[config.mk]
export PLATFORM = sky130hd
export DESIGN_NAME = running_mean_variance_stats_flat
export DESIGN_NICKNAME = d
export VERILOG_FILES = /design/src/rtl/rmvs_pkg.sv /design/src/rtl/rmvs_if.sv /design/src/rtl/rmvs_front.sv /design/src/rtl/rmvs_back.sv /design/src/rtl/running_mean_variance_stats.sv /design/src/flat_wrapper.sv
export SDC_FILE = /design/constraint.sdc
export NUM_CORES = 2
export LEC_CHECK = 0
export BUFFER_PORTS_ARGS = -buffer_cell sky130_fd_sc_hd__clkbuf_2
export CORE_MARGIN = 4
export CORE_UTILIZATION = 46
export DETAILED_ROUTE_END_ITERATION = 8
export SLEW_MARGIN = 10
export SYNTH_ARGS = -nofsm -noshare
export SYNTH_HDL_FRONTEND = slang
export SYNTH_SLANG_ARGS = --single-unit
[constraint.sdc]
create_clock -name i_clk -period 11.8 [get_ports i_clk]
set_clock_uncertainty 0.1 [all_clocks]
set_input_delay 0.59 -clock i_clk [delete_from_list [all_inputs] [get_ports i_clk]]
set_output_delay 0.59 -clock i_clk [all_outputs]
set_load 0.02 [all_outputs]
[src/rtl/rmvs_pkg.sv]
// Shared constants and types for the running mean / variance statistics block.
// No dependencies.
`default_nettype none
package rmvs_pkg;
    localparam int unsigned COUNT_BITS_DEF = 20;
    localparam int unsigned SAMPLE_W       = 32;
    localparam int unsigned OUT_COUNT_W    = 20;
    localparam int unsigned DEV_W          = 31;
    localparam int unsigned SUM_W          = 64;

    typedef struct packed {
        logic signed [SAMPLE_W-1:0] sample;
        logic                       update_variance;
    } t_in_item;

    typedef struct packed {
        logic [OUT_COUNT_W-1:0]     sample_count;
        logic signed [SAMPLE_W-1:0] running_mean;
        logic [DEV_W-1:0]           std_deviation;
        logic signed [SAMPLE_W-1:0] min_sample;
        logic signed [SAMPLE_W-1:0] max_sample;
    } t_out_item;
endpackage
`default_nettype wire

[src/rtl/rmvs_if.sv]
// Valid/ready channel interface carrying one payload beat.
// Depends on nothing; payload type is a parameter.
`default_nettype none
interface rmvs_if #(
    parameter type t_payload = logic
) (
    input wire i_clk
);
    logic     valid;
    logic     ready;
    t_payload data;

    modport source (output valid, output data, input ready);
    modport sink (input valid, input data, output ready);
endinterface
`default_nettype wire

[src/rtl/rmvs_front.sv]
// Front end: accepts input beats into a two-entry queue for the back end.
// Depends on rmvs_pkg.
`default_nettype none
module rmvs_front
    import rmvs_pkg::*;
(
    input  wire       i_clk,
    input  wire       i_rst_n,
    input  wire       i_valid,
    output logic      o_ready,
    input  t_in_item  i_item,
    output logic      o_valid,
    input  wire       i_ready,
    output t_in_item  o_item
);
    t_in_item   r_q [2];
    logic       r_wp, n_wp, r_rp, n_rp;
    logic [1:0] r_cnt, n_cnt;
    logic       w_push, w_pop;

    assign o_ready = (r_cnt != 2'd2);
    assign o_valid = (r_cnt != 2'd0);
    assign o_item  = r_q[r_rp];
    assign w_push  = i_valid && o_ready;
    assign w_pop   = o_valid && i_ready;

    always_comb begin
        n_wp  = w_push ? ~r_wp : r_wp;
        n_rp  = w_pop ? ~r_rp : r_rp;
        n_cnt = r_cnt + {1'b0, w_push} - {1'b0, w_pop};
    end

    always_ff @(posedge i_clk) begin
        if (!i_rst_n) begin
            r_wp  <= 1'b0;
            r_rp  <= 1'b0;
            r_cnt <= 2'd0;
        end else begin
            r_wp  <= n_wp;
            r_rp  <= n_rp;
            r_cnt <= n_cnt;
        end
        if (w_push) begin
            r_q[r_wp] <= i_item;
        end
    end
endmodule
`default_nettype wire

[src/rtl/rmvs_back.sv]
// Back end: Welford update with a serial divider, multiplier and square root.
// Depends on rmvs_pkg.
`default_nettype none
module rmvs_back
    import rmvs_pkg::*;
#(
    parameter int unsigned COUNT_BITS = COUNT_BITS_DEF
) (
    input  wire        i_clk,
    input  wire        i_rst_n,
    input  wire        i_valid,
    output logic       o_ready,
    input  t_in_item   i_item,
    output logic       o_valid,
    input  wire        i_ready,
    output t_out_item  o_item
);
    localparam logic [2:0] S_IDLE = 3'd0;
    localparam logic [2:0] S_MDIV = 3'd1;
    localparam logic [2:0] S_MUL  = 3'd2;
    localparam logic [2:0] S_VDIV = 3'd3;
    localparam logic [2:0] S_SQRT = 3'd4;
    localparam logic [2:0] S_OUT  = 3'd5;
    localparam logic [COUNT_BITS-1:0] CNT_MAX = '1;

    logic [2:0]              r_st;
    logic [COUNT_BITS-1:0]   r_cnt_all, r_cnt_var;
    logic signed [31:0]      r_mean, r_min, r_max, r_old_mean;
    logic [SUM_W-1:0]        r_sum;
    logic [DEV_W-1:0]        r_dev;
    logic signed [31:0]      r_smp;
    logic                    r_upd;
    logic                    r_neg;
    // shared restoring divider: dividend r_dq, remainder r_rem
    logic [SUM_W-1:0]        r_dq;
    logic [COUNT_BITS:0]     r_rem;
    logic [COUNT_BITS-1:0]   r_dvs;
    logic [6:0]              r_it;
    // multiplier partials (16-bit digit of a2 per step)
    logic [31:0]             r_a1, r_a2;
    logic [SUM_W:0]          r_prod;
    // square root
    logic [SUM_W-1:0]        r_x, r_root, r_bit;
    t_out_item               r_out;
    logic                    r_ov;

    logic [COUNT_BITS:0]     w_trial;
    logic signed [32:0]      w_d1, w_d2;
    logic [33:0]             w_q;
    logic [SUM_W-1:0]        w_rb;
    logic [47:0]             w_pp;

    assign o_ready = (r_st == S_IDLE) && !r_ov;
    assign o_valid = r_ov;
    assign o_item  = r_out;

    assign w_trial = {r_rem[COUNT_BITS-1:0], r_dq[SUM_W-1]};
    assign w_d1    = 33'(r_smp) - 33'(r_old_mean);
    assign w_d2    = 33'(r_smp) - 33'(r_mean);
    assign w_rb    = r_root + r_bit;
    assign w_q     = r_neg ? 34'(-$signed({1'b0, r_dq[32:0]}))
                           : {1'b0, r_dq[32:0]};
    assign w_pp    = r_a1 * r_a2[15:0];

    always_ff @(posedge i_clk) begin
        if (!i_rst_n) begin
            r_st      <= S_IDLE;
            r_ov      <= 1'b0;
            r_cnt_all <= '0;
            r_cnt_var <= '0;
            r_mean    <= '0;
            r_min     <= '0;
            r_max     <= '0;
            r_sum     <= '0;
            r_dev     <= '0;
        end else begin
            if (r_ov && i_ready) begin
                r_ov <= 1'b0;
            end
            case (r_st)
                S_IDLE: begin
                    if (i_valid && !r_ov) begin
                        r_smp      <= i_item.sample;
                        r_upd      <= i_item.update_variance;
                        r_old_mean <= r_mean;
                        if (r_cnt_all == '0) begin
                            r_min <= i_item.sample;
                            r_max <= i_item.sample;
                        end else begin
                            if (i_item.sample < r_min) r_min <= i_item.sample;
                            if (i_item.sample > r_max) r_max <= i_item.sample;
                        end
                        if (r_cnt_all != CNT_MAX) begin
                            r_cnt_all <= r_cnt_all + 1'b1;
                            r_dvs     <= r_cnt_all + 1'b1;
                        end else begin
                            r_dvs <= r_cnt_all;
                        end
                        begin
                            logic signed [32:0] v_d;
                            v_d = 33'(i_item.sample) - 33'(r_mean);
                            r_neg <= v_d[32];
                            r_dq  <= {v_d[32] ? 33'(-v_d) : v_d, 31'd0};
                        end
                        r_rem <= '0;
                        r_it  <= 7'd33;
                        r_st  <= S_MDIV;
                    end
                end
                S_MDIV, S_VDIV: begin
                    if (w_trial >= {1'b0, r_dvs}) begin
                        r_rem <= w_trial - {1'b0, r_dvs};
                        r_dq  <= {r_dq[SUM_W-2:0], 1'b1};
                    end else begin
                        r_rem <= w_trial;
                        r_dq  <= {r_dq[SUM_W-2:0], 1'b0};
                    end
                    r_it <= r_it - 1'b1;
                    if (r_it == 7'd1) begin
                        r_st <= (r_st == S_MDIV) ? S_MUL : S_SQRT;
                        r_x    <= '0;
                        r_root <= '0;
                        r_bit  <= 64'd1 << 62;
                        r_it   <= 7'd0;
                    end
                end
                S_MUL: begin
                    if (r_it == 7'd0) begin
                        // quotient now in r_dq[32:0]; apply mean step
                        r_mean <= 32'($signed(r_mean) + $signed(w_q));
                        r_it   <= 7'd1;
                        if (!r_upd) begin
                            r_st <= S_OUT;
                        end
                    end else if (r_it == 7'd1) begin
                        r_a1   <= w_d1[32] ? 32'(-w_d1) : 32'(w_d1);
                        r_a2   <= w_d2[32] ? 32'(-w_d2) : 32'(w_d2);
                        r_prod <= '0;
                        r_it   <= 7'd2;
                    end else if (r_it < 7'd5) begin
                        r_prod <= r_prod + ({17'd0, w_pp} << (16 * (r_it - 7'd2)));
                        r_a2 <= r_a2 >> 16;
                        r_it <= r_it + 1'b1;
                    end else begin
                        logic [SUM_W:0]        v_s;
                        logic [COUNT_BITS-1:0] v_cv;
                        v_s  = {1'b0, r_sum} + r_prod;
                        v_cv = (r_cnt_var != CNT_MAX) ? r_cnt_var + 1'b1 : r_cnt_var;
                        r_cnt_var <= v_cv;
                        r_sum <= v_s[SUM_W] ? '1 : v_s[SUM_W-1:0];
                        if (v_cv < COUNT_BITS'(2)) begin
                            r_dev <= '0;
                            r_st  <= S_OUT;
                        end else begin
                            r_dvs <= v_cv - 1'b1;
                            r_dq  <= v_s[SUM_W] ? '1 : v_s[SUM_W-1:0];
                            r_rem <= '0;
                            r_it  <= 7'd64;
                            r_st  <= S_VDIV;
                        end
                    end
                end
                S_SQRT: begin
                    // first cycle loads the quotient, then two bits per step
                    if (r_it == 7'd0) begin
                        r_x  <= r_dq;
                        r_it <= 7'd1;
                    end else if (r_bit == '0) begin
                        r_dev <= (r_root > 64'h7FFF_FFFF) ? '1 : r_root[DEV_W-1:0];
                        r_st  <= S_OUT;
                    end else begin
                        if (r_x >= w_rb) begin
                            r_x    <= r_x - w_rb;
                            r_root <= (r_root >> 1) + r_bit;
                        end else begin
                            r_root <= r_root >> 1;
                        end
                        r_bit <= r_bit >> 2;
                    end
                end
                S_OUT: begin
                    r_out.sample_count  <= (COUNT_BITS > OUT_COUNT_W &&
                        (r_cnt_all >> OUT_COUNT_W) != '0) ? '1
                        : OUT_COUNT_W'(r_cnt_all);
                    r_out.running_mean  <= r_mean;
                    r_out.std_deviation <= r_dev;
                    r_out.min_sample    <= r_min;
                    r_out.max_sample    <= r_max;
                    r_ov <= 1'b1;
                    r_st <= S_IDLE;
                end
                default: r_st <= S_IDLE;
            endcase
        end
    end
endmodule
`default_nettype wire

[src/rtl/running_mean_variance_stats.sv]
// Top level of the running mean / variance statistics block.
// Depends on rmvs_pkg, rmvs_if, rmvs_front and rmvs_back.
//
// Usage: s_in carries one beat per sample (sample, update_variance);
// m_out carries one beat per sample (count, mean, deviation, min, max).
// Both channels use valid/ready; a beat moves when both are high.
// A two-entry queue takes input beats while the back end works.
// Path from input beat to result: the 33-step mean divider; with the
// variance flag also the multiplier and, from the second flagged sample,
// the 64-step variance divider and square root. One item is worked at
// a time: the back end takes a sample only when idle with no result held.
// The result register holds its beat until taken; the back end stalls
// on a full result register and the queue then fills and drops ready.
// Reset clears counts, mean, extremes, sum and deviation to zero.
`default_nettype none
module running_mean_variance_stats
    import rmvs_pkg::*;
#(
    parameter int unsigned COUNT_BITS = COUNT_BITS_DEF
) (
    input wire i_clk,
    input wire i_rst_n,
    rmvs_if.sink   s_in,
    rmvs_if.source m_out
);
    logic     w_v, w_r;
    t_in_item w_item;
    t_out_item w_out;

    rmvs_front u_front (
        .i_clk(i_clk), .i_rst_n(i_rst_n),
        .i_valid(s_in.valid), .o_ready(s_in.ready), .i_item(s_in.data),
        .o_valid(w_v), .i_ready(w_r), .o_item(w_item)
    );

    rmvs_back #(.COUNT_BITS(COUNT_BITS)) u_back (
        .i_clk(i_clk), .i_rst_n(i_rst_n),
        .i_valid(w_v), .o_ready(w_r), .i_item(w_item),
        .o_valid(m_out.valid), .i_ready(m_out.ready), .o_item(w_out)
    );
    assign m_out.data = w_out;
endmodule
`default_nettype wire

[src/flat_wrapper.sv]
// flat-port wrapper written by rule: the top's interface ports become plain ports
module running_mean_variance_stats_flat import rmvs_pkg::*;
#(
    parameter int unsigned COUNT_BITS = COUNT_BITS_DEF
)
  (i_clk, i_rst_n, s_in_valid, s_in_data, s_in_ready, m_out_valid, m_out_data, m_out_ready);
  rmvs_if #(.t_payload(t_in_item)) s_in_i (.i_clk(i_clk));
  rmvs_if #(.t_payload(t_out_item)) m_out_i (.i_clk(i_clk));
  input wire i_clk;
  input wire i_rst_n;
  input wire logic [$bits(s_in_i.valid)-1:0] s_in_valid;
  input wire logic [$bits(s_in_i.data)-1:0] s_in_data;
  output wire logic [$bits(s_in_i.ready)-1:0] s_in_ready;
  output wire logic [$bits(m_out_i.valid)-1:0] m_out_valid;
  output wire logic [$bits(m_out_i.data)-1:0] m_out_data;
  input wire logic [$bits(m_out_i.ready)-1:0] m_out_ready;
  assign s_in_i.valid = s_in_valid;
  assign s_in_i.data = s_in_data;
  assign s_in_ready = s_in_i.ready;
  assign m_out_valid = m_out_i.valid;
  assign m_out_data = m_out_i.data;
  assign m_out_i.ready = m_out_ready;
  running_mean_variance_stats #(.COUNT_BITS(COUNT_BITS)) u_core (.i_clk(i_clk), .i_rst_n(i_rst_n), .s_in(s_in_i), .m_out(m_out_i));
endmodule
==> Word-level counts from Yosys, hierarchy flattened <==
Memories as Yosys holds them, arrays and structs flattened. A register that Yosys moved wholly into a read port is not among the register bits.
Cells that the tools add are included.
{ "totals": {"ramBits": 66, "in_bits": 37, "memories": 1, "reg_bits": 884} }
{ "op_classes": {"mul": 1, "n_eq_ne": 26, "order_cmp": 7, "shift": 1, "add_sub_neg": 22, "mux": 80, "n_reduce_logical": 37, "bitwise": 5} }
{ "memory_table": {"columns": ["memory", "depth", "width", "rd", "rd_clocked_by_memory_dff", "write_ports", "line", "text"], "rows": [
  ["u_core.u_front.r_q", 2, 33, 1, 1, 1, "rmvs_front.sv:16", "t_in_item r_q [2];"]
]} }
{ "op_table": {"columns": ["cell", "n"], "rows": [
  ["2-to-1 mux 64 bit", 16],
  ["case mux 64 bit (2 select lines)", 3],
  ["2-to-1 mux 32 bit", 9],
  ["2-to-1 mux 20 bit", 13],
  ["2-to-1 mux 31 bit", 7],
  ["case mux 64 bit (3 select lines)", 1],
  ["subtractor 32 x 32 -> 33 bit", 3],
  ["negator 32 bit", 3],
  ["adder 64 x 65 -> 65 bit", 1],
  ["adder 65 bit", 1],
  ["2-to-1 mux 65 bit", 1],
  ["left shift 48 x 32 -> 65 bit", 1],
  ["adder 63 x 64 -> 64 bit", 1],
  ["adder 64 bit", 1],
  [">= comparator 64 bit", 1],
  ["greater-than comparator 64 x 31 -> 1 bit (second input constant)", 1],
  ["zero test 64 bit", 1],
  ["subtractor 64 bit", 1],
  ["case mux 31 bit (2 select lines)", 1],
  ["case mux 20 bit (3 select lines)", 1],
  ["2-to-1 mux 7 bit", 7],
  ["multiplier 32 x 16 -> 48 bit", 1],
  ["adder 20 x 1 -> 20 bit (second input constant)", 2],
  ["inequality test 20 bit (second input constant)", 2],
  ["43 further kinds", 100]
]} }

==> Depth between registers and ports, before layout <==
{ "logic_depth": {"word_depth": 8, "ltp_mapped": 41, "depth_no_buf": 39} }

==> By module <==
A second synthesis with hierarchy kept.
{ "hier_totals": {"cells_unflattened": 8947, "hier_area_um2": 80085.6} }
{ "by_module_without_submodules": {"columns": ["module", "seq_area_each_um2", "area_each_um2", "cells_per_inst", "n_inst"], "rows": [
  ["rmvs_back", 23112.2, 77441.8, 8814, 1],
  ["rmvs_front", 2082.0, 2643.8, 133, 1]
]} }

==> Worst setup path before layout <==
OpenSTA, ideal clock, no wires.
{ "synth_path": {"kind": "reg2reg", "start": "register u_core.u_back.r_it[0]", "end": "register u_core.u_back.r_a2[0] (enable)", "path_buffers": 5, "slack_ns": -0.403, "stages_incl_launch_ff": 10, "required_time_ns": 10.909, "setup_time_ns": 0.791, "arrival_ns": 11.311, "period_less_slack_ns": 12.203, "path_cell_list": "edfxtp_1 > clkbuf_1 > clkinv_1 > clkbuf_1 > ha_1 > and3_1 > buf_2 > clkbuf_1 > buf_1 > nor4_1"} }
{ "synth_between": {"elab_chain_len": 3, "elab_cells_between_ends": 6, "classes_between": "order compare: 1; eq/ne: 1; bitwise: 1; reduce/logical: 3"} }
{ "synth_rtl": {"columns": ["element", "line", "text"], "rows": [
  ["start: declaration", "rmvs_back.sv:38", "logic [6:0] r_it;"],
  ["start signal: assignment", "rmvs_back.sv:118", "r_it <= r_it - 1'b1;"],
  ["start signal: assignment", "rmvs_back.sv:143", "r_it <= r_it + 1'b1;"],
  ["less-than comparator 7 x 3 -> 1 bit, or another cell as far along", "rmvs_back.sv:140", "end else if (r_it < 7'd5) begin"],
  ["nonzero test 2 bit (no line) or inverter 1 bit (tied branches)", null, null],
  ["AND reduction 4 bit (no line) *", null, null],
  ["end signal: assignment", "rmvs_back.sv:137", "r_a2 <= w_d2[32] ? 32'(-w_d2) : 32'(w_d2);"],
  ["end signal: assignment", "rmvs_back.sv:142", "r_a2 <= r_a2 >> 16;"],
  ["end: declaration", "rmvs_back.sv:40", "logic [31:0] r_a1, r_a2;"]
]} }
Mark *: on every way between the ends. The rest lies on a longest branch, timed or not.
A chain may end at the register's enable or synchronous reset.

==> Worst setup path after layout <==
{ "layout_path": {"start": "register u_core.u_back.r_a2[11]", "end": "register u_core.u_back.r_prod[64] (data pin)"} }
{ "layout_between": {"elab_chain_len": 4} }
{ "layout_rtl": {"columns": ["element", "line", "text"], "rows": [
  ["multiplier 32 x 16 -> 48 bit", "rmvs_back.sv:63", "assign w_pp = r_a1 * r_a2[15:0];"],
  ["left shift 48 x 32 -> 65 bit", "rmvs_back.sv:141", "r_prod <= r_prod + ({17'd0, w_pp} << (16 * (r_it - 7'd2)));"],
  ["adder 65 bit", "rmvs_back.sv:141", null],
  ["2-to-1 mux 65 bit", "rmvs_back.sv:140", null],
  ["end signal: assignment", "rmvs_back.sv:141", null],
  ["end: declaration", "rmvs_back.sv:41", "logic [SUM_W:0] r_prod;"]
]} }
No other way between the ends. The select of a mux whose other input is x is not followed.

==> flow_summary.json <==
{
  "status": "completed",
  "slowest_delay_ns": 1.22,
  "seq_area_frac_synth": 0.316,
  "endpoint": "u_core.u_back.r_prod[64]",
  "drive_gt1_frac": 0.0651,
  "worstPathMaxFanout": 23,
  "place_ws_ns": 0.943,
  "synthTopCellsByCount": "960 x nand2_1, 791 x nor2_1, 750 x inv_1",
  "syn_inst": 8898,
  "peakVddDrop_mv": 0.189,
  "synthFlopType": "edfxtp_1",
  "end_kind": "flip-flop",
  "core-area_um2": 172000,
  "nets": 9967,
  "final_cell_area_um2": 86600,
  "rr_worst_depth": 35,
  "grt_max_degree": 90,
  "hold_viol": 0,
  "worst_pin_slew_ns": 1.30,
  "synth.most_common_cell": "nand2_1",
  "power.internal_uw": 9200,
  "yosys_warnings": 0,
  "wl_per_cell_um": 22.4,
  "combPwrFrac": 0.511,
  "min_path_type": "in -> reg",
  "r2r_start": "u_core.u_back.r_a2[11]",
  "die_area_um2": 180000,
  "cts_resized": 0,
  "async_reset_ff_frac": 0,
  "r2r_setup_slack_ns": 0.69,
  "yosys.area_share.simple": 0.173,
  "cts_num_sinks": 919,
  "track_usage": 0.274,
  "syn2layout_area_growth_pct": 8.68,
  "final-max-slew-violation-count": 0,
  "switching_share": 0.446,
  "synth_compound_area_frac": 0.168,
  "clk_pin_slew_ns": 0.06,
  "fin_crit_sh": 0.942,
  "syn_nets": 9967,
  "initial_core_util": 0.464,
  "worstSetupPathType": "reg -> reg",
  "drtIter0Drc": 5949,
  "portBuffers": 185,
  "cts_buffers": 104,
  "p_leak_uw": 0.0353,
  "rows": 152,
  "syn_avg_cell_area_um2": 8.96,
  "yosys.area.top_type": "edfxtp_1",
  "fmax_mhz": 90.0,
  "dp_hpwl_mm": 195,
  "finalSetupTns_ns": 0,
  "synth_area_leaders": "edfxtp_1 26%, fa_1 11%, ha_1 9.5%",
  "ys_ff_latch": 919,
  "cts_root_buffer": "clkbuf_16",
  "finalCriticalPeriod_ns": 11.11,
  "die_height_um": 424,
  "clock_latency_ns": 0.74,
  "switchingPower_uw": 7400,
  "synth_top_family_by_area": "adder cells",
  "synth_adder_area_share": 0.202,
  "crit_top_cell": "fa_1",
  "setup_slack_ns": 0.687,
  "critPathLaunch": "u_core.u_back.r_a2[11]",
  "cts_tree": "built",
  "wirelength_mm": 253,
  "vias": 66400,
  "synth_xor_area_frac": 0.0683,
  "grt_pass1_vias": 63800,
  "place_congestion": 0.943,
  "relSlewSlack": 0.131,
  "clkPwrFrac": 0.204,
  "ant_nets": 0,
  "synth_top_area_frac": 0.256,
  "required_ns": 12.16,
  "rsz0062_at_grt": "no",
  "pin_count": 186,
  "r2r-end": "u_core.u_back.r_prod[64]",
  "post-route-drc-count": 0,
  "synth_edf_count": 679,
  "die_x_um": 424,
  "powerDensity_nw_per_um2": 192,
  "grt_pass1_wl_mm": 387,
  "max_cap_violations": 0,
  "synth_cell_types": 111,
  "firstDrtPassIters": 6,
  "overflow": 0,
  "p_seq_frac": 0.285,
  "final-setup-viol-count": 0,
  "place_area_um2": 82800,
  "startpoint_type": "flip-flop",
  "h-tree-depth": 3,
  "synth_mux_area_frac": 0.0168,
  "syn_area_um2": 79700,
  "slowest_stage": "edfxtp_1",
  "vias_per_cell": 5.87,
  "cp.arrival_ns": 11.47,
  "clock_path_buffers": 3,
  "antenna_found_initial": 6
}
logic make-up after synthesis:
family / count (synthesis)
simple gates: 2926
compound gates: 2101
buf+inv: 1170
fa+ha+maj: 1032
flops: 919
xor+xnor: 621
mux: 129
power by group through the flow:
stage	clock network, µW	logic [µW]	registers, µW
after floorplan	0	5930	4590
after global placement	0	8240	4780
after detailed placement	0	8320	4780
after CTS	3450	8380	4730
after global routing	3590	9240	4780
final	3380	8480	4740
timing repair:
action / 4_1_cts / 5_1_grt
setup buffers: 0 / 0
hold buffers: 34 / 0
endpoints found under the hold margin: 67 / 0
state kept, by name, summed over array words and instances, names as in the netlist, 64 cells and up, named ones only:
register / flops
u_core.u_back.o_item: 147
u_core.u_front.r_q: 66
u_core.u_back.r_prod: 65
u_core.u_back.r_dq: 64
u_core.u_back.r_root: 64
u_core.u_back.r_sum: 64
u_core.u_back.r_x: 64
cells in the final DEF, fill, tap and decap left out, types with 48 or more instances in the layout:
cell type and n:
inv_1 750, a211oi_1 142, o21a_1 56, a21o_1 234, fa_1 426, o211ai_1 68, clkbuf_2 185, a31oi_1 108
buf_4 92, a21oi_1 627, nor2b_1 80, o21bai_1 80, edfxtp_1 679, nand4_1 118, and3_1 105, nor3_1 133
and2_1 268, nand2b_1 67, clkbuf_16 109, or3_1 49, mux2i_1 92, dfxtp_1 240, nor4_1 48, ha_1 606
nor2_1 785, o21ai_0 413, nand3_1 179, xnor2_1 353, xor2_1 266, nand2_1 960
cell type report:
type	count	area, µm²
fillers	16300	85300
multi-input cells	6809	50200
diodes	2	5.00
well taps	2310	2890
repair buffers	311	1960
flip-flops and latches	919	25200
clock buffers	142	2920
clock inverters	54	582
inverters	753	2840
per-layer routing:
layer / global-route usage / vias up / routed length (µm)
met2: 0.439 / 2139 / 115000
li1: - / 31200 / -
met3: 0.0320 / 310 / 16200
met4: 0.0735 / 4 / 7110
met5: 0 / - / 25
met1: 0.394 / 32700 / 115000
worst min path at each step:
stage / start / end / slack, ns / cells after the start
2_1_floorplan: u_core.u_back.r_cnt_all[2] / u_core.u_back.o_item[129] / 0.31 / 0
3_3_place_gp: u_core.u_back.r_dev[8] / u_core.u_back.o_item[72] / 0.32 / 0
3_5_place_dp: u_core.u_back.r_dev[7] / u_core.u_back.o_item[71] / 0.32 / 0
4_1_cts: s_in_valid / u_core.u_front.r_wp / 0.16 / 4
5_1_grt: s_in_valid / u_core.u_front.r_wp / 0.23 / 4
6_report: s_in_valid / u_core.u_front.r_wp / 0.22 / 4
per-stage QoR:
| step | instances | hold WS (ns) | total power (µW) | utilization |
|---|---|---|---|---|
| after floorplan | 8898 | 0.306 | 10500 | - |
| after global placement | 11100 | 0.316 | 13000 | 0.482 |
| after detailed placement | 11100 | 0.315 | 13100 | 0.482 |
| after CTS | 11300 | 0.164 | 16600 | 0.504 |
| after global routing | 11300 | 0.231 | 17600 | 0.504 |
| final | 11300 | 0.219 | 16600 | 0.504 |
worst max-delay path: cells and delay by family (launching register included):
family,cells,cell delay [ns]
adder cells (fa/ha/maj),8,3.84
AO/OA/AOI/OAI,12,3.24
AND/OR/NAND/NOR,10,1.94
flip-flops,1,1.22
XOR/XNOR,2,0.35
buffers and inverters,3,0.17
(Power assumes the default switching activity.)
